<file path="config.mk">
export PLATFORM = sky130hd
export DESIGN_NAME = vector_digit_rasterizer
export DESIGN_NICKNAME = d
export VERILOG_FILES = /design/src/sv/vdr_pkg.sv /design/src/sv/vdr_cfg_regs.sv /design/src/sv/vdr_sequencer.sv /design/src/sv/vdr_datapath.sv /design/src/sv/vector_digit_rasterizer.sv
export VERILOG_INCLUDE_DIRS = /design/src /design/src/sv
export SDC_FILE = /design/constraint.sdc
export NUM_CORES = 1
export LEC_CHECK = 0
export ABC_AREA = 1
export BUFFER_PORTS_ARGS = -buffer_cell sky130_fd_sc_hd__clkbuf_2
export CORE_MARGIN = 5
export CORE_UTILIZATION = 53
export CTS_CLUSTER_DIAMETER = 50
export DETAILED_ROUTE_END_ITERATION = 10
export PLACE_DENSITY = 0.73
export SLEW_MARGIN = 25
export SYNTH_ARGS = -nofsm -noshare
export SYNTH_HDL_FRONTEND = slang
export SYNTH_SLANG_ARGS = --single-unit
</file>
<file path="constraint.sdc">
create_clock -name clk -period 4.54 [get_ports clk]
set_clock_uncertainty 0.15 [all_clocks]
set_input_delay 0 -clock clk [delete_from_list [all_inputs] [get_ports clk]]
set_output_delay 0 -clock clk [all_outputs]
set_load 0.02 [all_outputs]
</file>
<file path="src/sv/vector_digit_rasterizer_macros.svh">
// Assertion macros shared by the vector digit rasterizer RTL.
`ifndef VECTOR_DIGIT_RASTERIZER_MACROS_SVH
`define VECTOR_DIGIT_RASTERIZER_MACROS_SVH

// Same-cycle implication, checked on every rising edge outside reset.
`define VDR_ASSERT_IMP(label, ante, cons, msg) \
  label: assert property (@(posedge clk) disable iff (rst) (ante) |-> (cons)) \
    else $error(msg);

// Next-cycle implication, checked on every rising edge outside reset.
`define VDR_ASSERT_NEXT(label, ante, cons, msg) \
  label: assert property (@(posedge clk) disable iff (rst) (ante) |=> (cons)) \
    else $error(msg);

`endif

</file>
<file path="src/sv/vdr_pkg.sv">
// Package of the vector digit rasterizer: types, font tables and microcode.
package vdr_pkg;

  localparam int COORD_W = 11;
  localparam int CURSOR_W = 10;
  localparam int PTR_W = 6;
  localparam int CNT_W = 3;
  localparam int NWR_W = 6;

  localparam logic [23:0] WHITE_RGB = 24'hFFFFFF;
  localparam logic [3:0] GLYPH_MAX = 4'd10;
  localparam logic [3:0] DIGIT_MAX = 4'd9;
  localparam logic [NWR_W-1:0] MAX_RES = 6'd55;
  localparam logic signed [COORD_W-1:0] CURSOR_MAX = 11'sd511;
  localparam logic [PTR_W-1:0] DASH_FIRST = 6'd41;
  localparam logic [CNT_W-1:0] DASH_COUNT = 3'd2;
  localparam logic [4:0] DASH_ADVANCE = 5'd2;

  typedef enum logic [1:0] {
    CMD_DIGIT      = 2'd0,
    CMD_DASH       = 2'd1,
    CMD_SET_CURSOR = 2'd2,
    CMD_NOP        = 2'd3
  } cmd_t;

  typedef enum logic [1:0] {
    MODE_OVERLAY = 2'd0,
    MODE_WHITE   = 2'd1,
    MODE_OFF_A   = 2'd2,
    MODE_OFF_B   = 2'd3
  } mode_t;

  typedef enum logic [1:0] {
    REG_BRIGHTNESS   = 2'd0,
    REG_GLYPH_WIDTH  = 2'd1,
    REG_GLYPH_HEIGHT = 2'd2,
    REG_ADVANCE_STEP = 2'd3
  } reg_idx_t;

  typedef struct packed {
    logic [7:0] brightness;
    logic [3:0] glyph_width;
    logic [3:0] glyph_height;
    logic [4:0] advance_step;
  } cfg_t;

  typedef struct packed {
    logic [4:0] ax;
    logic [4:0] ay;
    logic [4:0] bx;
    logic [4:0] by;
  } seg_t;

  // Microprogram addresses.
  typedef enum logic [3:0] {
    U_IDLE     = 4'd0,
    U_DIGIT    = 4'd1,
    U_DASH     = 4'd2,
    U_SETC     = 4'd3,
    U_SEG_LOAD = 4'd4,
    U_SEG_PIX  = 4'd5,
    U_SEG_NEXT = 4'd6,
    U_ADVANCE  = 4'd7,
    U_FINISH   = 4'd8
  } upc_t;

  // Branch kinds of a control word.
  typedef enum logic [2:0] {
    BR_DISPATCH = 3'd0,
    BR_DIGIT    = 3'd1,
    BR_JUMP     = 3'd2,
    BR_PIX      = 3'd3,
    BR_MORE     = 3'd4,
    BR_FLUSH    = 3'd5
  } br_t;

  typedef struct packed {
    logic take;
    logic load_digit;
    logic load_dash;
    logic set_cursor;
    logic load_seg;
    logic step;
    logic next_seg;
    logic advance;
    logic finish;
  } ctrl_t;

  typedef struct packed {
    logic digit_bad;
    logic mode_bad;
    logic at_end;
    logic more_segs;
  } stat_t;

  typedef struct packed {
    br_t   br;
    upc_t  target;
    ctrl_t act;
  } ucode_t;

  function automatic ucode_t ucode_rom(upc_t a);
    ucode_t w;
    w = '0;
    unique case (a)
      U_IDLE: begin
        w.br = BR_DISPATCH; w.target = U_IDLE; w.act.take = 1'b1;
      end
      U_DIGIT: begin
        w.br = BR_DIGIT; w.target = U_SEG_LOAD; w.act.load_digit = 1'b1;
      end
      U_DASH: begin
        w.br = BR_JUMP; w.target = U_SEG_LOAD; w.act.load_dash = 1'b1;
      end
      U_SETC: begin
        w.br = BR_JUMP; w.target = U_FINISH; w.act.set_cursor = 1'b1;
      end
      U_SEG_LOAD: begin
        w.br = BR_JUMP; w.target = U_SEG_PIX; w.act.load_seg = 1'b1;
      end
      U_SEG_PIX: begin
        w.br = BR_PIX; w.target = U_SEG_NEXT; w.act.step = 1'b1;
      end
      U_SEG_NEXT: begin
        w.br = BR_MORE; w.target = U_SEG_LOAD; w.act.next_seg = 1'b1;
      end
      U_ADVANCE: begin
        w.br = BR_JUMP; w.target = U_FINISH; w.act.advance = 1'b1;
      end
      U_FINISH: begin
        w.br = BR_FLUSH; w.target = U_IDLE; w.act.finish = 1'b1;
      end
      default: begin
        w.br = BR_JUMP; w.target = U_IDLE;
      end
    endcase
    return w;
  endfunction

  // Font: axis-aligned strokes on a 0..16 grid, digits first, dash last.
  function automatic seg_t seg_rom(logic [PTR_W-1:0] i);
    seg_t s;
    unique case (i)
      6'd0:  s = '{5'd0,  5'd0,  5'd16, 5'd0};
      6'd1:  s = '{5'd0,  5'd0,  5'd0,  5'd16};
      6'd2:  s = '{5'd0,  5'd16, 5'd16, 5'd16};
      6'd3:  s = '{5'd16, 5'd0,  5'd16, 5'd16};
      6'd4:  s = '{5'd8,  5'd0,  5'd8,  5'd16};
      6'd5:  s = '{5'd0,  5'd0,  5'd16, 5'd0};
      6'd6:  s = '{5'd0,  5'd16, 5'd8,  5'd16};
      6'd7:  s = '{5'd0,  5'd0,  5'd16, 5'd0};
      6'd8:  s = '{5'd0,  5'd0,  5'd0,  5'd8};
      6'd9:  s = '{5'd0,  5'd8,  5'd16, 5'd8};
      6'd10: s = '{5'd16, 5'd8,  5'd16, 5'd16};
      6'd11: s = '{5'd0,  5'd16, 5'd16, 5'd16};
      6'd12: s = '{5'd0,  5'd0,  5'd16, 5'd0};
      6'd13: s = '{5'd0,  5'd8,  5'd16, 5'd8};
      6'd14: s = '{5'd0,  5'd16, 5'd16, 5'd16};
      6'd15: s = '{5'd16, 5'd0,  5'd16, 5'd16};
      6'd16: s = '{5'd16, 5'd0,  5'd16, 5'd16};
      6'd17: s = '{5'd0,  5'd8,  5'd0,  5'd16};
      6'd18: s = '{5'd0,  5'd8,  5'd16, 5'd8};
      6'd19: s = '{5'd0,  5'd0,  5'd16, 5'd0};
      6'd20: s = '{5'd16, 5'd0,  5'd16, 5'd8};
      6'd21: s = '{5'd0,  5'd8,  5'd16, 5'd8};
      6'd22: s = '{5'd0,  5'd8,  5'd0,  5'd16};
      6'd23: s = '{5'd0,  5'd16, 5'd16, 5'd16};
      6'd24: s = '{5'd0,  5'd0,  5'd16, 5'd0};
      6'd25: s = '{5'd0,  5'd0,  5'd0,  5'd16};
      6'd26: s = '{5'd0,  5'd8,  5'd16, 5'd8};
      6'd27: s = '{5'd0,  5'd16, 5'd16, 5'd16};
      6'd28: s = '{5'd16, 5'd0,  5'd16, 5'd8};
      6'd29: s = '{5'd0,  5'd16, 5'd16, 5'd16};
      6'd30: s = '{5'd16, 5'd0,  5'd16, 5'd16};
      6'd31: s = '{5'd0,  5'd0,  5'd16, 5'd0};
      6'd32: s = '{5'd0,  5'd8,  5'd16, 5'd8};
      6'd33: s = '{5'd0,  5'd16, 5'd16, 5'd16};
      6'd34: s = '{5'd0,  5'd0,  5'd0,  5'd16};
      6'd35: s = '{5'd16, 5'd0,  5'd16, 5'd16};
      6'd36: s = '{5'd0,  5'd16, 5'd16, 5'd16};
      6'd37: s = '{5'd0,  5'd8,  5'd0,  5'd16};
      6'd38: s = '{5'd0,  5'd8,  5'd16, 5'd8};
      6'd39: s = '{5'd16, 5'd0,  5'd16, 5'd16};
      6'd40: s = '{5'd0,  5'd0,  5'd16, 5'd0};
      6'd41: s = '{5'd0,  5'd4,  5'd0,  5'd5};
      6'd42: s = '{5'd0,  5'd12, 5'd0,  5'd13};
      default: s = '0;
    endcase
    return s;
  endfunction

  function automatic logic [PTR_W-1:0] seg_first(logic [3:0] d);
    logic [PTR_W-1:0] f;
    unique case (d)
      4'd0: f = 6'd0;
      4'd1: f = 6'd4;
      4'd2: f = 6'd7;
      4'd3: f = 6'd12;
      4'd4: f = 6'd16;
      4'd5: f = 6'd19;
      4'd6: f = 6'd24;
      4'd7: f = 6'd29;
      4'd8: f = 6'd31;
      4'd9: f = 6'd36;
      default: f = 6'd0;
    endcase
    return f;
  endfunction

  function automatic logic [CNT_W-1:0] seg_count(logic [3:0] d);
    logic [CNT_W-1:0] c;
    unique case (d)
      4'd0: c = 3'd4;
      4'd1: c = 3'd3;
      4'd2: c = 3'd5;
      4'd3: c = 3'd4;
      4'd4: c = 3'd3;
      4'd5: c = 3'd5;
      4'd6: c = 3'd5;
      4'd7: c = 3'd2;
      4'd8: c = 3'd5;
      4'd9: c = 3'd5;
      default: c = 3'd0;
    endcase
    return c;
  endfunction

  // (coord * size) >> 4; at most 16 * 10, so the result fits four bits.
  function automatic logic [3:0] scale_coord(logic [4:0] c, logic [3:0] size);
    logic [8:0] p;
    p = 9'(c) * 9'(size);
    return p[7:4];
  endfunction

  // Even size, saturated at the largest glyph.
  function automatic logic [3:0] glyph_size(logic [3:0] v);
    logic [3:0] s;
    s = {v[3:1], 1'b0};
    return (s > GLYPH_MAX) ? GLYPH_MAX : s;
  endfunction

endpackage

</file>
<file path="src/sv/vdr_cfg_regs.sv">
// Configuration register bank of the vector digit rasterizer with its APB port.
module vdr_cfg_regs import vdr_pkg::*; (
  input  logic        clk,
  input  logic        rst,
  input  logic        psel,
  input  logic        penable,
  input  logic        pwrite,
  input  logic [3:0]  paddr,
  input  logic [31:0] pwdata,
  output logic [31:0] prdata,
  output logic        pready,
  output cfg_t        cfg
);

  reg_idx_t idx;
  logic     wr;

  assign pready = 1'b1;
  assign idx = reg_idx_t'(paddr[3:2]);
  assign wr = psel && penable && pwrite;

  always_ff @(posedge clk) begin
    if (rst) begin
      cfg.brightness   <= 8'd255;
      cfg.glyph_width  <= 4'd6;
      cfg.glyph_height <= 4'd10;
      cfg.advance_step <= 5'd8;
    end else if (wr) begin
      unique case (idx)
        REG_BRIGHTNESS:   cfg.brightness   <= pwdata[7:0];
        REG_GLYPH_WIDTH:  cfg.glyph_width  <= glyph_size(pwdata[3:0]);
        REG_GLYPH_HEIGHT: cfg.glyph_height <= glyph_size(pwdata[3:0]);
        REG_ADVANCE_STEP: cfg.advance_step <= pwdata[4:0];
      endcase
    end
  end

  always_comb begin
    unique case (idx)
      REG_BRIGHTNESS:   prdata = {24'd0, cfg.brightness};
      REG_GLYPH_WIDTH:  prdata = {28'd0, cfg.glyph_width};
      REG_GLYPH_HEIGHT: prdata = {28'd0, cfg.glyph_height};
      REG_ADVANCE_STEP: prdata = {27'd0, cfg.advance_step};
    endcase
  end

endmodule

</file>
<file path="src/sv/vdr_sequencer.sv">
// Microprogram sequencer: step counter, control word table and branch logic.
module vdr_sequencer import vdr_pkg::*; (
  input  logic       clk,
  input  logic       rst,
  input  logic       in_valid,
  input  logic [1:0] cmd,
  input  stat_t      stat,
  input  logic       pix_ok,
  input  logic       fin_ok,
  output ctrl_t      ctrl,
  output logic       idle
);

  upc_t   upc;
  upc_t   upc_next;
  ucode_t uw;

  assign uw = ucode_rom(upc);
  assign idle = (upc == U_IDLE);

  always_ff @(posedge clk) begin
    if (rst) begin
      upc <= U_IDLE;
    end else begin
      upc <= upc_next;
    end
  end

  always_comb begin
    ctrl = uw.act;
    ctrl.take = uw.act.take & in_valid;
    ctrl.step = uw.act.step & pix_ok;
    ctrl.finish = uw.act.finish & fin_ok;
    upc_next = upc;
    unique case (uw.br)
      BR_DISPATCH: begin
        if (in_valid) begin
          unique case (cmd_t'(cmd))
            CMD_DIGIT:      upc_next = U_DIGIT;
            CMD_DASH:       upc_next = U_DASH;
            CMD_SET_CURSOR: upc_next = U_SETC;
            CMD_NOP:        upc_next = U_FINISH;
          endcase
        end
      end
      BR_DIGIT: begin
        priority if (stat.digit_bad) begin
          upc_next = U_FINISH;
        end else if (stat.mode_bad) begin
          upc_next = U_ADVANCE;
        end else begin
          upc_next = uw.target;
        end
      end
      BR_JUMP: upc_next = uw.target;
      BR_PIX: begin
        if (pix_ok && stat.at_end) begin
          upc_next = uw.target;
        end
      end
      BR_MORE: upc_next = stat.more_segs ? uw.target : U_ADVANCE;
      BR_FLUSH: begin
        if (fin_ok) begin
          upc_next = uw.target;
        end
      end
      default: upc_next = U_IDLE;
    endcase
  end

endmodule

</file>
<file path="src/sv/vdr_datapath.sv">
// Datapath: input latch, cursor, stroke endpoints and the pixel stepper.
module vdr_datapath import vdr_pkg::*; #(
  parameter int MATRIX_WIDTH = 32,
  parameter int MATRIX_HEIGHT = 16,
  localparam int XW = (MATRIX_WIDTH > 1) ? $clog2(MATRIX_WIDTH) : 1,
  localparam int YW = (MATRIX_HEIGHT > 1) ? $clog2(MATRIX_HEIGHT) : 1
) (
  input  logic                clk,
  input  logic                rst,
  input  ctrl_t               ctrl,
  input  cfg_t                cfg,
  input  logic [3:0]          digit,
  input  logic [23:0]         digit_color,
  input  logic [1:0]          draw_mode,
  input  logic signed [9:0]   new_cursor_x,
  input  logic signed [9:0]   new_cursor_y,
  output stat_t               stat,
  output logic                pix_push,
  output logic [XW-1:0]       pix_x,
  output logic [YW-1:0]       pix_y,
  output logic [31:0]         pix_value
);

  localparam logic signed [COORD_W-1:0] X_LIM = COORD_W'(MATRIX_WIDTH);
  localparam logic signed [COORD_W-1:0] Y_LIM = COORD_W'(MATRIX_HEIGHT);

  logic [3:0]                 digit_q;
  logic [23:0]                color_q;
  mode_t                      mode_q;
  logic signed [CURSOR_W-1:0] ncx_q;
  logic signed [CURSOR_W-1:0] ncy_q;
  logic signed [CURSOR_W-1:0] cursor_x;
  logic signed [CURSOR_W-1:0] cursor_y;
  logic [PTR_W-1:0]           seg_ptr;
  logic [CNT_W-1:0]           seg_cnt;
  logic [4:0]                 adv_amt;
  logic [NWR_W-1:0]           nwr;
  logic signed [COORD_W-1:0]  cx;
  logic signed [COORD_W-1:0]  cy;
  logic signed [COORD_W-1:0]  ex;
  logic signed [COORD_W-1:0]  ey;

  seg_t                       s;
  logic signed [COORD_W-1:0]  curx_ext;
  logic signed [COORD_W-1:0]  cury_ext;
  logic signed [COORD_W-1:0]  sx0;
  logic signed [COORD_W-1:0]  sy0;
  logic signed [COORD_W-1:0]  sx1;
  logic signed [COORD_W-1:0]  sy1;
  logic signed [COORD_W-1:0]  adv_sum;
  logic                       on_matrix;

  assign s = seg_rom(seg_ptr);
  assign curx_ext = {cursor_x[CURSOR_W-1], cursor_x};
  assign cury_ext = {cursor_y[CURSOR_W-1], cursor_y};
  assign sx0 = curx_ext + $signed({7'd0, scale_coord(s.ax, cfg.glyph_width)});
  assign sy0 = cury_ext + $signed({7'd0, scale_coord(s.ay, cfg.glyph_height)});
  assign sx1 = curx_ext + $signed({7'd0, scale_coord(s.bx, cfg.glyph_width)});
  assign sy1 = cury_ext + $signed({7'd0, scale_coord(s.by, cfg.glyph_height)});
  assign adv_sum = curx_ext + $signed({6'd0, adv_amt});

  assign on_matrix = !cx[COORD_W-1] && !cy[COORD_W-1] && (cx < X_LIM) && (cy < Y_LIM);

  assign stat.digit_bad = (digit_q > DIGIT_MAX);
  assign stat.mode_bad = (mode_q != MODE_OVERLAY) && (mode_q != MODE_WHITE);
  assign stat.at_end = (cx == ex) && (cy == ey);
  assign stat.more_segs = (seg_cnt > 3'd1);

  assign pix_push = ctrl.step && on_matrix && (nwr < MAX_RES);
  assign pix_x = cx[XW-1:0];
  assign pix_y = cy[YW-1:0];

  // Input fields are payload and are simply captured on acceptance.
  always_ff @(posedge clk) begin
    if (ctrl.take) begin
      digit_q <= digit;
      color_q <= digit_color;
      mode_q <= mode_t'(draw_mode);
      ncx_q <= new_cursor_x;
      ncy_q <= new_cursor_y;
    end
  end

  always_ff @(posedge clk) begin
    if (rst) begin
      cursor_x <= '0;
      cursor_y <= '0;
      nwr <= '0;
      seg_ptr <= '0;
      seg_cnt <= '0;
    end else begin
      if (ctrl.take) begin
        nwr <= '0;
      end else if (pix_push) begin
        nwr <= nwr + 6'd1;
      end
      if (ctrl.load_digit) begin
        seg_ptr <= seg_first(digit_q);
        seg_cnt <= seg_count(digit_q);
      end else if (ctrl.load_dash) begin
        seg_ptr <= DASH_FIRST;
        seg_cnt <= DASH_COUNT;
      end else if (ctrl.next_seg) begin
        seg_ptr <= seg_ptr + 6'd1;
        seg_cnt <= seg_cnt - 3'd1;
      end
      if (ctrl.set_cursor) begin
        cursor_x <= ncx_q;
        cursor_y <= ncy_q;
      end else if (ctrl.advance) begin
        cursor_x <= (adv_sum > CURSOR_MAX) ? CURSOR_MAX[CURSOR_W-1:0]
                                           : adv_sum[CURSOR_W-1:0];
      end
    end
  end

  always_ff @(posedge clk) begin
    if (ctrl.load_digit) begin
      pix_value <= {cfg.brightness, (mode_q == MODE_WHITE) ? WHITE_RGB : color_q};
      adv_amt <= cfg.advance_step;
    end else if (ctrl.load_dash) begin
      pix_value <= {cfg.brightness, WHITE_RGB};
      adv_amt <= DASH_ADVANCE;
    end
  end

  // Strokes are axis-aligned, so the walk moves one unit along the
  // coordinate that still differs from the end point.
  always_ff @(posedge clk) begin
    if (ctrl.load_seg) begin
      cx <= sx0;
      cy <= sy0;
      ex <= sx1;
      ey <= sy1;
    end else if (ctrl.step) begin
      if (cx != ex) begin
        cx <= (ex > cx) ? cx + 11'sd1 : cx - 11'sd1;
      end else if (cy != ey) begin
        cy <= (ey > cy) ? cy + 11'sd1 : cy - 11'sd1;
      end
    end
  end

endmodule

</file>
<file path="src/sv/vector_digit_rasterizer.sv">
// Top level of the vector digit rasterizer: sequencer, datapath and output stage.
//
// Usage. One input transaction on (in_valid, in_stall) carries a command:
// draw a digit, draw a dash, set the cursor, or no operation. Each command
// yields one or more output transactions on (out_valid, out_stall): one per
// stroke pixel that lands on the matrix, at most 55, or a single transaction with
// write_enable low when nothing is drawn. The last transaction of a command
// has last set. Configuration must be written via the APB port while idle;
// the block itself does not enforce this. A command is processed by a
// microcoded sequencer that handles one control step per cycle while the
// receiver is not stalling: each stroke is loaded, walked one stroke pixel
// per cycle and followed by a next-stroke step, and a cursor advance and
// the closing step end a glyph.
// in_stall is high from acceptance until the final transaction has been
// handed to the output register. Reset clears the cursor to the origin,
// loads the register defaults and empties the output stage.
// When the receiver stalls, a held pixel and the output register stay put,
// and the sequencer waits at a pixel step with a pixel held, or at finish.
`include "vector_digit_rasterizer_macros.svh"
module vector_digit_rasterizer import vdr_pkg::*; #(
  parameter int MATRIX_WIDTH = 32,
  parameter int MATRIX_HEIGHT = 16,
  localparam int XW = (MATRIX_WIDTH > 1) ? $clog2(MATRIX_WIDTH) : 1,
  localparam int YW = (MATRIX_HEIGHT > 1) ? $clog2(MATRIX_HEIGHT) : 1
) (
  input  logic              clk,
  input  logic              rst,
  input  logic              psel,
  input  logic              penable,
  input  logic              pwrite,
  input  logic [3:0]        paddr,
  input  logic [31:0]       pwdata,
  output logic [31:0]       prdata,
  output logic              pready,
  input  logic              in_valid,
  output logic              in_stall,
  input  logic [1:0]        cmd,
  input  logic [3:0]        digit,
  input  logic [23:0]       digit_color,
  input  logic [1:0]        draw_mode,
  input  logic signed [9:0] new_cursor_x,
  input  logic signed [9:0] new_cursor_y,
  output logic              out_valid,
  input  logic              out_stall,
  output logic              write_enable,
  output logic [XW-1:0]     pixel_x,
  output logic [YW-1:0]     pixel_y,
  output logic [31:0]       pixel_value,
  output logic              last
);

  cfg_t          cfg;
  ctrl_t         ctrl;
  stat_t         stat;
  logic          idle;
  logic          pix_push;
  logic [XW-1:0] pix_x;
  logic [YW-1:0] pix_y;
  logic [31:0]   pix_value;

  // The most recent pixel is held back one step, so that the final pixel
  // of a command can still be marked as last once the walk has ended.
  logic          pend_valid;
  logic          pend_valid_next;
  logic [XW-1:0] pend_x;
  logic [YW-1:0] pend_y;
  logic [31:0]   pend_value;
  logic          out_valid_next;
  logic          out_free;
  logic          out_load;
  logic          pix_ok;
  logic          fin_ok;

  vdr_cfg_regs u_cfg (
    .clk     (clk),
    .rst     (rst),
    .psel    (psel),
    .penable (penable),
    .pwrite  (pwrite),
    .paddr   (paddr),
    .pwdata  (pwdata),
    .prdata  (prdata),
    .pready  (pready),
    .cfg     (cfg)
  );

  vdr_sequencer u_seq (
    .clk      (clk),
    .rst      (rst),
    .in_valid (in_valid),
    .cmd      (cmd),
    .stat     (stat),
    .pix_ok   (pix_ok),
    .fin_ok   (fin_ok),
    .ctrl     (ctrl),
    .idle     (idle)
  );

  vdr_datapath #(
    .MATRIX_WIDTH  (MATRIX_WIDTH),
    .MATRIX_HEIGHT (MATRIX_HEIGHT)
  ) u_dp (
    .clk          (clk),
    .rst          (rst),
    .ctrl         (ctrl),
    .cfg          (cfg),
    .digit        (digit),
    .digit_color  (digit_color),
    .draw_mode    (draw_mode),
    .new_cursor_x (new_cursor_x),
    .new_cursor_y (new_cursor_y),
    .stat         (stat),
    .pix_push     (pix_push),
    .pix_x        (pix_x),
    .pix_y        (pix_y),
    .pix_value    (pix_value)
  );

  assign in_stall = !idle;

  // A new pixel pushes the held one into the output register, so it needs
  // room there only when a pixel is already held. The closing step always
  // writes the output register.
  assign out_free = !out_valid || !out_stall;
  assign pix_ok = !pend_valid || out_free;
  assign fin_ok = out_free;
  assign out_load = ctrl.finish || (pix_push && pend_valid);

  always_comb begin
    out_valid_next = out_load ? 1'b1 : (out_valid && out_stall);
    pend_valid_next = pend_valid;
    if (ctrl.finish) begin
      pend_valid_next = 1'b0;
    end else if (pix_push) begin
      pend_valid_next = 1'b1;
    end
  end

  always_ff @(posedge clk) begin
    if (rst) begin
      out_valid <= 1'b0;
      pend_valid <= 1'b0;
    end else begin
      out_valid <= out_valid_next;
      pend_valid <= pend_valid_next;
    end
  end

  always_ff @(posedge clk) begin
    if (pix_push) begin
      pend_x <= pix_x;
      pend_y <= pix_y;
      pend_value <= pix_value;
    end
    if (out_load) begin
      write_enable <= pend_valid;
      pixel_x <= pend_valid ? pend_x : '0;
      pixel_y <= pend_valid ? pend_y : '0;
      pixel_value <= pend_valid ? pend_value : 32'd0;
      last <= ctrl.finish;
    end
  end

  `VDR_ASSERT_IMP(a_idle_no_pending, !in_stall, !pend_valid, "pixel held while idle")
  `VDR_ASSERT_NEXT(a_finish_gives_last, ctrl.finish, out_valid && last, "close without last")
  `VDR_ASSERT_IMP(a_push_has_room, pix_push && pend_valid, out_free, "output overrun")
  `VDR_ASSERT_IMP(a_empty_is_last, out_valid && !write_enable, last, "empty result not last")

endmodule
</file>
---- Yosys cells after proc, flatten, opt, wreduce, memory -nomap -nowiden ----
Memory sizes are Yosys's and may differ from the RTL's. A register that Yosys moved wholly into a read port is not among the register bits.
Index checks and enable logic that the tools add are counted.
word-level totals
  flip-flop bits (word level) ............. 277
  ROM bits ................................ 848
  memories kept ........................... 3
  bits of input ports ..................... 95
memory list
  name             depth  width  rd ports  clocked after memory_dff  write ports  line            text
  (no name shown)  64     11     1         1                         0            vdr_pkg.sv:143  unique case (i)
  (no name shown)  16     6      1         1                         0            vdr_pkg.sv:194  unique case (d)
  (no name shown)  16     3      1         1                         0            vdr_pkg.sv:212  unique case (d)
cells by class
  reductions and logical operators ........ 42
  bitwise operators ....................... 3
  multipliers ............................. 4
  equal/unequal tests ..................... 29
  add/subtract/negate cells ............... 12
  multiplexer cells ....................... 48
  order comparisons ....................... 9
operator list
  cell                                                                               number
  32-bit case mux with 4 select lines                                                1
  11-bit 2-to-1 mux                                                                  9
  32-bit 2-to-1 mux                                                                  2
  7-bit case mux with 8 select lines                                                 1
  10-bit by 5-bit adder with 11-bit output                                           4
  4-bit 2-to-1 mux                                                                   9
  5-bit by 4-bit multiplier with 8-bit output                                        4
  10-bit 2-to-1 mux                                                                  3
  6-bit 2-to-1 mux                                                                   5
  24-bit 2-to-1 mux                                                                  1
  4-bit case mux with 6 select lines                                                 1
  11-bit by 2-bit adder with 11-bit output, second input constant                    2
  11-bit == test                                                                     2
  11-bit greater-than comparator                                                     2
  11-bit inequality test                                                             2
  11-bit by 2-bit subtractor with 11-bit output, second input constant               2
  4-bit by 3-bit == test with 1-bit output, second input constant                    4
  4-bit case mux with 4 select lines                                                 1
  6-bit by 1-bit adder with 6-bit output, second input constant                      2
  1-bit logical AND                                                                  12
  2-bit nonzero test                                                                 6
  10-bit by 6-bit adder with 11-bit output                                           1
  11-bit by 10-bit greater-than comparator with 1-bit output, second input constant  1
  11-bit by 6-bit less-than comparator with 1-bit output, second input constant      1
  other kinds (28)                                                                   69

---- Logic depth before layout (Yosys ltp) ----
Gate-level depths: netlist of the first run.
  word-level depth ........................ 9
  gate-level depth with buffers ........... 22
  gate-level depth less buffers ........... 22

---- Modules after synthesis ----
From an unflattened synthesis of the first run, not the netlist that was laid out.
unflattened totals
  cell total of the unflattened synthesis .. 1688
  area, all modules ....................... 15637.5 um^2
modules (own cells, without submodules)
  module                   area an instance (um^2)  cells each  instances  sequential area each (um^2)
  vdr_datapath             11086.9                  1264        1          4994.8
  vector_digit_rasterizer  2976.6                   185         1          2562.5
  vdr_cfg_regs             1119.8                   166         1          380.4
  vdr_sequencer            454.2                    73          1          80.1

---- Least setup slack after synthesis of the first run ----
No wires, ideal clock.
  path kind ............................... register -> register
  start ................................... register u_seq.upc[3]
  end ..................................... register last (enable)
  buffers on the path ..................... 0
  data arrival time ....................... 3.774 ns
  stages on the path, launching flop included .. 5
  period minus slack after synthesis ...... 4.427 ns
  setup time .............................. 0.503 ns
  required time ........................... 3.887 ns
  path slack .............................. 0.113 ns
  cell sequence ........................... dfxtp_1 > inv_1 > nor3_1 > inv_1 > o21ai_0
on the way
  cells in the longest elaborated chain, start to end .. 7
ends and longest elaborated chain
  element                                   line                            text
  from (decl)                               vdr_sequencer.sv:14             upc_t upc;
  from (signal assigned)                    vdr_sequencer.sv:25             upc <= upc_next;
  4-bit by 3-bit == test with 1-bit output  vdr_pkg.sv:105                  unique case (a)
  1-bit 2-to-1 mux                          vdr_pkg.sv:105
  1-bit bitwise AND                         vdr_sequencer.sv:32             ctrl.step = uw.act.step & pix_ok;
  1-bit logical AND (2 in series)           vdr_datapath.sv:69              assign pix_push = ctrl.step && on_matrix && (nwr < MAX_RES);
  1-bit logical AND                         vector_digit_rasterizer.sv:127  assign out_load = ctrl.finish || (pix_push && pend_valid);
  1-bit logical OR (*)                      vector_digit_rasterizer.sv:127
  via out_load                              vector_digit_rasterizer.sv:70   logic out_load;
  to (signal assigned)                      vector_digit_rasterizer.sv:160  last <= ctrl.finish;
  to (decl)                                 vector_digit_rasterizer.sv:49   output logic last
Mark *: on every way through the listed nets, which the timed path passes. The rest lies on a longest branch.
A chain may end at the register's enable or synchronous reset.

---- Worst setup path in the final report of the first run ----
  start ................................... register u_cfg.cfg[7] (netlist name)
  end ..................................... register u_dp.ey[8] (data pin)
on the way
  cells in the longest elaborated chain, start to end .. 2
ends and longest elaborated chain
  element                                      line                 text
  5-bit by 4-bit multiplier with 8-bit output  vdr_pkg.sv:231       p = 9'(c) * 9'(size);
  10-bit by 5-bit adder with 11-bit output     vdr_datapath.sv:59   assign sy1 = cury_ext + $signed({7'd0, scale_coord(s.by, cfg.glyph_height)});
  via u_dp.sy1[8]                              vdr_datapath.sv:49   logic signed [COORD_W-1:0] sy1;
  to (signal assigned)                         vdr_datapath.sv:134  ey <= sy1;
  to (decl)                                    vdr_datapath.sv:41   logic signed [COORD_W-1:0] ey;
The timed path passes the listed nets, and every way through them passes these cells.

==> results of run 1 <==
## cell usage in the layout (no fill, tap or decap), types with 6 or more instances in the layout
master,instances
o21ai_1,6
a21oi_1,70
inv_2,13
clkbuf_2,121
clkbuf_16,36
nor3_1,12
fa_1,10
nor2_2,8
nor2_1,111
xnor2_1,12
xor2_1,32
o211ai_1,11
dlygate4sd3_1,74
inv_1,240
edfxtp_1,215
nand2_1,380
nand4_1,13
dfxtp_1,78
o21ai_0,81
conb_1,25
clkinv_1,7
ha_1,96
nand3_1,93
buf_4,9
nand2_2,8
a21o_1,7
a31oi_1,7
## state kept, by name, summed over array words and instances, names as in the netlist, 5 cells and up, named ones only
signal          flops
pend_value         32
pend_x              5
pixel_value        32
pixel_x             5
u_cfg.cfg          19
u_dp.adv_amt        5
u_dp.color_q       24
u_dp.cursor_x      10
u_dp.cursor_y      10
u_dp.cx            11
u_dp.cy            11
u_dp.ex            11
u_dp.ey            11
u_dp.ncx_q         10
u_dp.ncy_q         10
u_dp.nwr            6
u_dp.pix_value     32
u_dp.s              9
u_dp.seg_ptr        6
## timing repair
action / 4_1_cts / 5_1_grt
endpoints found under the hold margin: 96 / 0
resized for setup: 0 / 0
hold buffers: 74 / 0
## per-layer routing
layer / part of all wire [%] / up-vias / global-route usage, %
li1: - / 5670 / -
met1: 43 / 5364 / 28.9
met2: 48 / 406 / 36.3
met3: 6.8 / 85 / 3.14
met4: 2.9 / 2 / 6.83
met5: 0.024 / - / 0
## logic make-up after synthesis
family / after synthesis / share of synthesized area (%)
simple gates: 647 / 18.1
buf+inv: 309 / 8.61
flops: 293 / 53.6
compound gates: 206 / 7.66
fa+ha+maj: 106 / 9.37
xor+xnor: 44 / 2.58
other cells: 2 / 0.0502
## cell type report
| class | count | area, sq um |
|---|---|---|
| clock buffers | 45 | 975 |
| clock inverters | 17 | 176 |
| fillers | 2236 | 10100 |
| inverters | 255 | 960 |
| multi-input cells | 1028 | 5770 |
| flip-flops and latches | 293 | 8020 |
| well taps | 378 | 473 |
| repair buffers | 204 | 1410 |
## metrics by stage
| step | utilization, % | instance area, sq um | hold WS [ps] |
|---|---|---|---|
| final | 63.8 | 17800 | 7.84 |
| after global routing | 63.8 | 17800 | 59.8 |
| after CTS | 63.8 | 17800 | 2.42 |
| after detailed placement | 57.0 | 15900 | 28.7 |
| after global placement | 57.0 | 15900 | 27.7 |
| after floorplan | - | 15000 | -71.5 |
## where the power goes
| group | switching, W | internal (W) |
|---|---|---|
| Clock | 0.00106 | 0.00169 |
| Combinational | 0.00298 | 0.00153 |
| Sequential | 0.000288 | 0.00377 |
| Total | 0.00432 | 0.00699 |
## worst max-delay path, stage by stage (launching register included)
cell	delay, ps
dfxtp_1	470
nand2_1	120
fa_1	510
inv_1	40
ha_1	290
ha_1	210
fa_1	370
xor2_1	180
xor2_1	170
ha_1	330
a21oi_1	290
nor2_1	110
a31oi_1	140
nor2_1	60
## how the worst min path moves through the flow
stage	startpoint	endpoint	slack [ps]
2_1_floorplan	rst	pend_valid	-70
3_3_place_gp	digit_color[16]	u_dp.color_q[16]	30
3_5_place_dp	new_cursor_x[7]	u_dp.ncx_q[7]	30
4_1_cts	pwrite	u_cfg.cfg[17]	2
5_1_grt	pwrite	u_cfg.cfg[15]	60
6_report	pwrite	u_cfg.cfg[17]	8
==> metrics.csv, run 1 <==
metric,value,unit
status,"complete, no violations",
tns,0,ps
ff2ff_path_depth,13,
cts.clk_slew.worst_paths,70,ps
antenna_found_initial,1,
drtIter0Drc,911,
ant_nets,0,
fin_crit,3710,ps
post-route-drc-count,0,
syn_area,15000,sq um
gp_congestion,0.892,
grt_first_pass_wirelength,54900,um
grt_start_max_net_pins,50,
diodes,0,
hpwlAfterDp,24200,um
required,4640,ps
cts_sinks,293,
r2r_setup_slack,830,ps
grt_pass1_vias,11100,
fp-row-count,61,
dr_total_vias,11500,
fin_crit_sh,81.7,%
peakVddDrop,0.420,mV
drv_slew,0,
syn2layout_area_growth,18.9,%
p_leak,8.18,nW
crit_path_max_fanout,7,
path_class,reg -> reg,
cts-root-buf,clkbuf_16,
core_region_area,27900,sq um
synth_edf_count,215,
fin_cells,2220,
fp.dieW,178,um
synth.avg_cell_area,9.31,sq um
crit_arrival,3810,ps
synth_top_area_share,43.2,%
setup_viol,0,
hold_viol,0,
crit_start,u_cfg.cfg[7],
worst_slack,831,ps
reg2reg_to,u_dp.ey[8],
drive_above_1_share,12.2,%
postCtsSetupRepairBufs,0,
firstDrtPassIters,5,
wl,33800,um
r2r_start,u_cfg.cfg[7],
cp-end-kind,flop,
ys_types,48,
drv_cap,0,
relSlewSlack,34.6,%
powerDensity,636,nW/um^2
synth_most_common_cell,nand2_1,
ys_seq_area_share,53.6,%
placed_cells,2084,
cts_made_buffers,35,
worst-slew-pin-transition,974,ps
post_drt_wl_per_cell,15.2,um
nets,2018,
max_freq,270,MHz
htreeDepth,2,
viasPerCell,5.19,
hp-class,in -> reg,
dieArea,31700,sq um
track_usage,21.5,%
hold_depth,5,
start_kind,flop,
die_h,178,um
place_ws,842,ps
rsz0062_at_grt,no,
portBuffers,121,
worstSkewPairLatency,520,ps
netlist_top_cells_count,"nand2_1 (380), inv_1 (240), edfxtp_1 (215), nor2_1 (112), ha_1 (96)",
ios,173,
cts_tree,done,
yosysWarnings,0,
endpoint,u_dp.ey[8],
async_reset_ff_share,0,%
synth_ff_type,edfxtp_1,
syn_inst,1607,
clockBufferDepth,3,
finalPower,0.0113,W
overflow,0,
synth-seq-cells,293,
synth_top_area_cell,edfxtp_1,
initial_core_util,53.7,%
ys_top_cells_by_area,"edfxtp_1 (43%), dfxtp_1 (10%), nand2_1 (9.5%), ha_1 (8.0%), inv_1 (6.0%)",
(Power assumes the default switching activity.)
==> run 2, diff against run 1 <==
--- a/config.mk
+++ b/config.mk
@@ -6,13 +6,13 @@
 export SDC_FILE = /design/constraint.sdc
 export NUM_CORES = 1
 export LEC_CHECK = 0
-export ABC_AREA = 1
+export ABC_AREA = 0
 export BUFFER_PORTS_ARGS = -buffer_cell sky130_fd_sc_hd__clkbuf_2
 export CORE_MARGIN = 5
-export CORE_UTILIZATION = 53
+export CORE_UTILIZATION = 59
 export CTS_CLUSTER_DIAMETER = 50
 export DETAILED_ROUTE_END_ITERATION = 10
-export PLACE_DENSITY = 0.73
+export PLACE_DENSITY = 0.78
 export SLEW_MARGIN = 25
 export SYNTH_ARGS = -nofsm -noshare
 export SYNTH_HDL_FRONTEND = slang
==> constraint.sdc (replaced) <==
create_clock -name clk -period 3.7 [get_ports clk]
set_clock_uncertainty 0.15 [all_clocks]
set_input_delay 0 -clock clk [delete_from_list [all_inputs] [get_ports clk]]
set_output_delay 0 -clock clk [all_outputs]
set_load 0.02 [all_outputs]
==> run 2 against run 1 <==
  * Largest power group unchanged
  * Clock power is 22% higher
  * Non-clock buffer count is 48 higher
  * Routed wire length down 0.95%
  * Critical endpoint unchanged
  * Via count is 10% lower
  * Sequential share of layout area is 0.41 points higher
  * Cell count shrank 17%
==> metrics.csv, run 2 <==
metric,value,unit,change
syn2layout_area_growth,22.1,%,
fin_cells,1851,,-17%
num-fill-cells,1601,,-28%
switching_share,37.5,%,-0.70 points
reg_top3,"pend_value x32, pixel_value x32, u_dp.pix_value x32",,
grtUsageMet3,3.70,%,+0.56 points
comb_power_share,43.9,%,+4.0 points
ff2ff_path_depth,12,,-1
critPathBufInv,1,,unchanged
antenna_found_initial,0,,-1
yosysWarnings,0,,unchanged
firstDrtPassIters,5,,unchanged
fp.dieW,166,um,-6.5%
hp-class,in -> reg,,
nets,1702,,-16%
crit_path_max_fanout,5,,-2
drive_above_1_share,19.0,%,+6.8 points
post-route-drc-count,0,,unchanged
worst-slew-pin-transition,667,ps,-307 ps
fp-row-count,57,,-6.6%
drtIter0Drc,798,,-12%
cts-root-buf,clkbuf_16,,
viasPerCell,5.59,,+7.6%
grt_use_met2,41.8,%,+5.5 points
relSlewSlack,55.5,%,+21 points
grt_use_met1,30.7,%,+1.8 points
path_class,reg -> reg,,
status,"complete, no violations",,
diodes,0,,unchanged
post_drt_wl_per_cell,18.1,um,+19%
pwr-share-seq,33.6,%,-2.3 points
fin_crit,3570,ps,-144 ps
syn_inst,1258,,-22%
netlist_top_cells_count,"edfxtp_1 (215), nand2_1 (100), ha_1 (96), a21oi_1 (82), nor2_1 (82)",,
switchingPower,0.00559,W,+29%
required,3810,ps,-830 ps
endpoint,u_dp.ey[8],,
clockBufferDepth,3,,unchanged
cts.clk_slew.worst_paths,60,ps,about the same
p_clk_share,22.5,%,-1.8 points
cp-end-kind,flop,,
drv_cap,0,,unchanged
crit_chain,nand2_1 -> fa_1 -> inv_1 -> ha_1 -> ha_1 -> fa_1 -> ha_4 -> a21o_1 -> a21oi_2 -> nor2_1 -> and3_1 -> xor2_1,,
p_leak,7.23,nW,-12%
ios,173,,unchanged
dr_total_vias,10300,,-10%
synth_edf_count,215,,unchanged
final_common_cell,edfxtp_1,,
grt_start_max_net_pins,49,,-2.0%
dieArea,27700,sq um,-13%
synth_ff_type,edfxtp_1,,
placed_cells,1706,,-18%
die_h,166,um,-6.5%
cpPeakStageDelay,540,ps,+30 ps
hpwlAfterDp,22400,um,-7.3%
crit_arrival,3680,ps,-130 ps
worst_slack,135,ps,-696 ps
drv_slew,0,,unchanged
hold_slack,23.4,ps,+15.6 ps
setup_viol,0,,unchanged
crit_slowest_cell,fa_1,,
track_usage,23.8,%,+2.3 points
syn_area,14400,sq um,-3.5%
synth.avg_cell_area,11.5,sq um,+23%
place_area,15600,sq um,-1.9%
ant_nets,0,,unchanged
cts_made_buffers,35,,unchanged
cts_tree,done,,
overflow,0,,unchanged
crit_start,u_cfg.cfg[6],,
tns,0,ps,unchanged
peakVddDrop,0.549,mV,+31%
core_region_area,24200,sq um,-13%
ys_seq_area_share,55.5,%,+1.9 points
start_kind,flop,,
grt_pass1_vias,10400,,-6.1%
synth_top_area_cell,edfxtp_1,,
hold_viol,0,,unchanged
portBuffers,121,,unchanged
worstSkewPairLatency,530,ps,about the same
powerDensity,846,nW/um^2,+33%
cts_sinks,293,,unchanged
async_reset_ff_share,0,%,unchanged
busiest_layer,met2,,
synth-seq-cells,293,,unchanged
gp_congestion,0.912,,+2.2%
wl,33500,um,-0.95%
max_freq,280,MHz,+4.0%
grt_first_pass_wirelength,54200,um,-1.3%
htreeDepth,2,,unchanged
crit_cells,12,,-1
r2r_setup_slack,130,ps,-700 ps
fin_crit_sh,96.4,%,+15 points
final_cell_mix,"edfxtp_1 (215), clkbuf_2 (121), nand2_1 (99), ha_1 (95)",,
fin_area,17600,sq um,-0.89%
place_ws,-126,ps,-968 ps
initial_core_util,59.7,%,+6.0 points
ys_types,68,,+42%
r2r_start,u_cfg.cfg[6],,
reg2reg_to,u_dp.ey[8],,
synth_top_area_share,44.7,%,+1.6 points
ys_top_cells_by_area,"edfxtp_1 (45%), dfxtp_1 (11%), ha_1 (8.3%), and2_1 (2.9%), a21oi_1 (2.8%)",,
synth_most_common_cell,edfxtp_1,,
p_int,0.00931,W,+33%
crit_family,adder cells,,
==> run 2: power by group through the flow <==
| stage | Sequential, W | Clock [W] | Combinational [W] |
|---|---|---|---|
| 6_report | 0.00501 | 0.00335 | 0.00654 |
| 5_1_grt | 0.00507 | 0.00356 | 0.00723 |
| 4_1_cts | 0.00500 | 0.00339 | 0.00631 |
| 3_5_place_dp | 0.00506 | 0 | 0.00612 |
| 3_3_place_gp | 0.00504 | 0 | 0.00596 |
| 2_1_floorplan | 0.00505 | 0 | 0.00441 |
==> run 2: worst reg2reg max path, delay by kind of cell, from the launching register on <==
| family | cells | cell delay [ps] |
|---|---|---|
| AOI/OAI and AO/OA | 2 | 370 |
| xor gates and xnor gates | 1 | 140 |
| adders and majority gates | 5 | 1770 |
| buffers and inverters | 1 | 40 |
| DFF | 1 | 430 |
| and+or+nand+nor | 3 | 420 |
==> run 2: per-layer routing <==
layer	up-vias	wire, um
li1	4932	-
met1	4909	13300
met2	424	17000
met3	76	2300
met4	0	896
met5	-	0
==> run 2: how the worst min path moves through the flow <==
stage | depth (start not counted) | slack, ps | end | from
after floorplan | 0 | -50 | u_dp.color_q[0] | digit_color[0]
after global placement | 1 | 30 | u_dp.color_q[10] | digit_color[10]
after detailed placement | 1 | 30 | u_dp.ncy_q[7] | new_cursor_y[7]
after CTS | 6 | 10 | u_seq.upc[2] | in_valid
after global routing | 2 | 40 | u_dp.color_q[21] | digit_color[21]
final | 6 | 20 | u_seq.upc[2] | in_valid
==> run 2: layout make-up <==
| class | instances | area [sq um] | area share (%) |
|---|---|---|---|
| Sequential cell | 293 | 8020 | 45.5 |
| Clock buffer | 46 | 991 | 5.62 |
| Inverter | 66 | 254 | 1.44 |
| Clock inverter | 17 | 164 | 0.930 |
| Multi-Input combinational cell | 853 | 5960 | 33.8 |
| Tap cell | 324 | 405 | 2.30 |
| Timing Repair Buffer | 252 | 1830 | 10.4 |
==> run 2: logic make-up after synthesis <==
kind of cell    count (synthesis)  synth area share (%)
simple gates                  386                  13.5
flops                         293                  55.5
compound gates                235                  10.2
buf+inv                       135                  4.30
fa+ha+maj                     106                  9.71
xor+xnor                       69                  4.19
mux                            32                  2.50
other cells                     2                0.0520
==> run 2: per-stage QoR <==
| step | total power, W | util, % |
|---|---|---|
| 4_1_cts | 0.0147 | 72.6 |
| 2_1_floorplan | 0.00946 | - |
| 5_1_grt | 0.0159 | 72.9 |
| 6_report | 0.0149 | 72.9 |
| 3_5_place_dp | 0.0112 | 64.5 |
| 3_3_place_gp | 0.0110 | 64.5 |
==> run 2: repair_timing <==
item	4_1_cts	5_1_grt
hold buffers	80	0
endpoints found under the hold margin	107	0
pin swaps	0	3
cloned	0	0
setup buffers	0	2
endpoints found under the setup margin	6	9
resized for setup	4	12
==> run 3, diff against run 2 <==
--- a/config.mk
+++ b/config.mk
@@ -8,11 +8,13 @@
 export LEC_CHECK = 0
 export ABC_AREA = 0
 export BUFFER_PORTS_ARGS = -buffer_cell sky130_fd_sc_hd__clkbuf_2
-export CORE_MARGIN = 5
+export CORE_MARGIN = 3
 export CORE_UTILIZATION = 59
 export CTS_CLUSTER_DIAMETER = 50
 export DETAILED_ROUTE_END_ITERATION = 10
+export MAX_ROUTING_LAYER = met4
 export PLACE_DENSITY = 0.78
+export RECOVER_POWER = 100
 export SLEW_MARGIN = 25
 export SYNTH_ARGS = -nofsm -noshare
 export SYNTH_HDL_FRONTEND = slang
==> run 3 against run 2 <==
  * Combinational power about the same
  * Total power up 1.2%
  * Cell count down 0.27%
  * Largest power group unchanged
  * Via count about the same
  * Critical path type unchanged
  * Register-to-register slack worse by 20 ps
  * Non-clock buffer count unchanged
  * Sequential share of layout area up 0.24 points
  * First-iteration DRC count up 3.3%
==> metrics.csv, run 3 (synthesis results as in run 2) <==
metric,value,unit,change
status,"complete, no violations",,
cts_sinks,293,,unchanged
relSlewSlack,0.364,%,-55 points
final_cell_mix,"edfxtp_1 (215), nand2_1 (100), ha_1 (96), nor2_1 (80), dlygate4sd3_1 (79)",,
cts.clk_slew.worst_paths,70,ps,about the same
hp-class,in -> reg,,
dr_wl_met3,2030,um,-12%
crit_path_max_fanout,3,,-2
rsz0062_at_grt,yes,,
max_freq,279,MHz,-0.54%
track_usage,25.9,%,+2.2 points
drive_above_1_share,14.9,%,-4.1 points
cts_tree,done,,
cp-end-kind,flop,,
nets,1701,,-0.059%
fp.dieW,162,um,-2.4%
grt_pass1_vias,10200,,-1.7%
syn2layout_area_growth,21.5,%,
crit_arrival,3680,ps,about the same
fin_crit,3580,ps,+19.3 ps
grt_start_max_net_pins,49,,unchanged
firstDrtPassIters,5,,unchanged
num-fill-cells,1593,,-0.50%
cts_made_buffers,34,,-2.9%
switching_share,37.1,%,-0.36 points
drv_cap,0,,unchanged
worst_slack,116,ps,-19.3 ps
powerDensity,860,nW/um^2,+1.7%
reg_top3,"pend_value x32, pixel_value x32, u_dp.pix_value x32",,
setup_viol,0,,unchanged
gp_congestion,0.849,,-6.9%
path_class,reg -> reg,,
drtIter0Drc,824,,+3.3%
fin_area,17500,sq um,-0.50%
p_int,0.00948,W,+1.8%
grt_first_pass_wirelength,53000,um,-2.2%
worstSkewPairLatency,510,ps,-20 ps
place_ws,-57.4,ps,+68.6 ps
hpwlAfterDp,22000,um,-1.6%
die_h,162,um,-2.4%
dieArea,26400,sq um,-4.7%
met1Wirelength,13500,um,+1.7%
dr_wl_met2,16500,um,-3.2%
ant_nets,0,,unchanged
p_leak,6.99,nW,-3.4%
dr_total_vias,10300,,+0.039%
required,3800,ps,about the same
htreeDepth,2,,unchanged
r2r_setup_slack,120,ps,-20 ps
final_common_cell,edfxtp_1,,
start_kind,flop,,
portBuffers,121,,unchanged
seq_area,8020,sq um,about the same
worst-slew-pin-transition,1490,ps,+827 ps
place_area,15600,sq um,-0.18%
viasPerCell,5.60,,+0.31%
fp-row-count,56,,-1.8%
overflow,0,,unchanged
wl,33100,um,-1.2%
switchingPower,0.00560,W,+0.20%
cts-root-buf,clkbuf_16,,
fin_crit_sh,96.9,%,+0.52 points
core_region_area,23800,sq um,-1.8%
post_drt_wl_per_cell,17.9,um,-0.92%
hold_slack,49.9,ps,+26.5 ps
peakVddDrop,0.636,mV,+16%
post-route-drc-count,0,,unchanged
drv_slew,0,,unchanged
p_clk_share,23.2,%,+0.7 points
hold_viol,0,,unchanged
multi_input_area,5970,sq um,about the same
antenna_found_initial,1,,+1
ios,173,,unchanged
pwr-share-seq,33.3,%,-0.3 points
initial_core_util,60.8,%,+1.1 points
comb_power_share,43.6,%,-0.3 points
clockBufferDepth,3,,unchanged
top_layer,met4,,
run 3: changes by cell type in the layout (fill, tap and decap cells not counted), sizes merged:
cell         before  now
clkinvlp          2    4
bufinv            0    4
clkbuf          167  175
buf              51   38
clkinv           10   13
diode             0    1
inv              71   67
dlygate4sd3      80   79
run 3: what timing repair did:
action | 4_1_cts | 5_1_grt
buffers inserted | 0 | 6
endpoints found under the setup margin | 4 | 12
endpoints found under the hold margin | 106 | 0
pin swaps | 0 | 11
gates resized for setup | 4 | 21
hold buffers | 79 | 0
run 3: stage by stage:
| stage | instances | utilization [%] | TNS, ps | power [W] |
|---|---|---|---|---|
| after detailed placement | 1698 | 65.5 | -122 | 0.0112 |
| after CTS | 1839 | 73.9 | 0 | 0.0148 |
| after floorplan | 1281 | - | -14830 | 0.00946 |
| after global routing | 1846 | 73.8 | -94.9 | 0.0161 |
| after global placement | 1698 | 65.5 | 0 | 0.0110 |
| final | 1846 | 73.8 | 0 | 0.0151 |
run 3: worst max-delay path, stage by stage (launching register included):
cell and delay [ps]:
dfxtp_1 360, nand2_2 100, fa_1 550, inv_1 50, ha_1 290, ha_1 210, fa_1 430, ha_1 340
a21o_1 210, a21oi_2 180, nor2_1 100, and3_1 200, xor2_1 150
run 3: power by group through the flow:
stage / clock network, W / registers [W] / logic [W]
final: 0.00349 / 0.00502 / 0.00657
after global routing: 0.00368 / 0.00507 / 0.00732
after CTS: 0.00353 / 0.00499 / 0.00631
after detailed placement: 0 / 0.00506 / 0.00610
after global placement: 0 / 0.00503 / 0.00592
after floorplan: 0 / 0.00505 / 0.00441
run 3: routing by layer:
metal,track usage [%],up-vias
li1,-,4932
met1,32.9,4900
met2,43.2,429
met3,3.59,84
met4,9.15,0
met5,-,-
run 3: path summary, 6_finish.rpt:
kind                      from              end  cells after the start
max                 u_dp.s[12]       u_dp.ey[8]                     12
min reg2reg  u_dp.pix_value[0]    pend_value[0]                      0
min             digit_color[8]  u_dp.color_q[8]                      2
max reg2reg         u_dp.s[12]       u_dp.ey[8]                     12
run 3: cell type report:
type / count / share of cell area (%)
flip-flops and latches: 293 / 45.7
multi-input cells: 853 / 34.0
well taps: 319 / 2.28
diodes: 1 / 0.0143
clock inverters: 22 / 1.48
repair buffers: 252 / 9.70
inverters: 66 / 1.43
clock buffers: 40 / 5.34
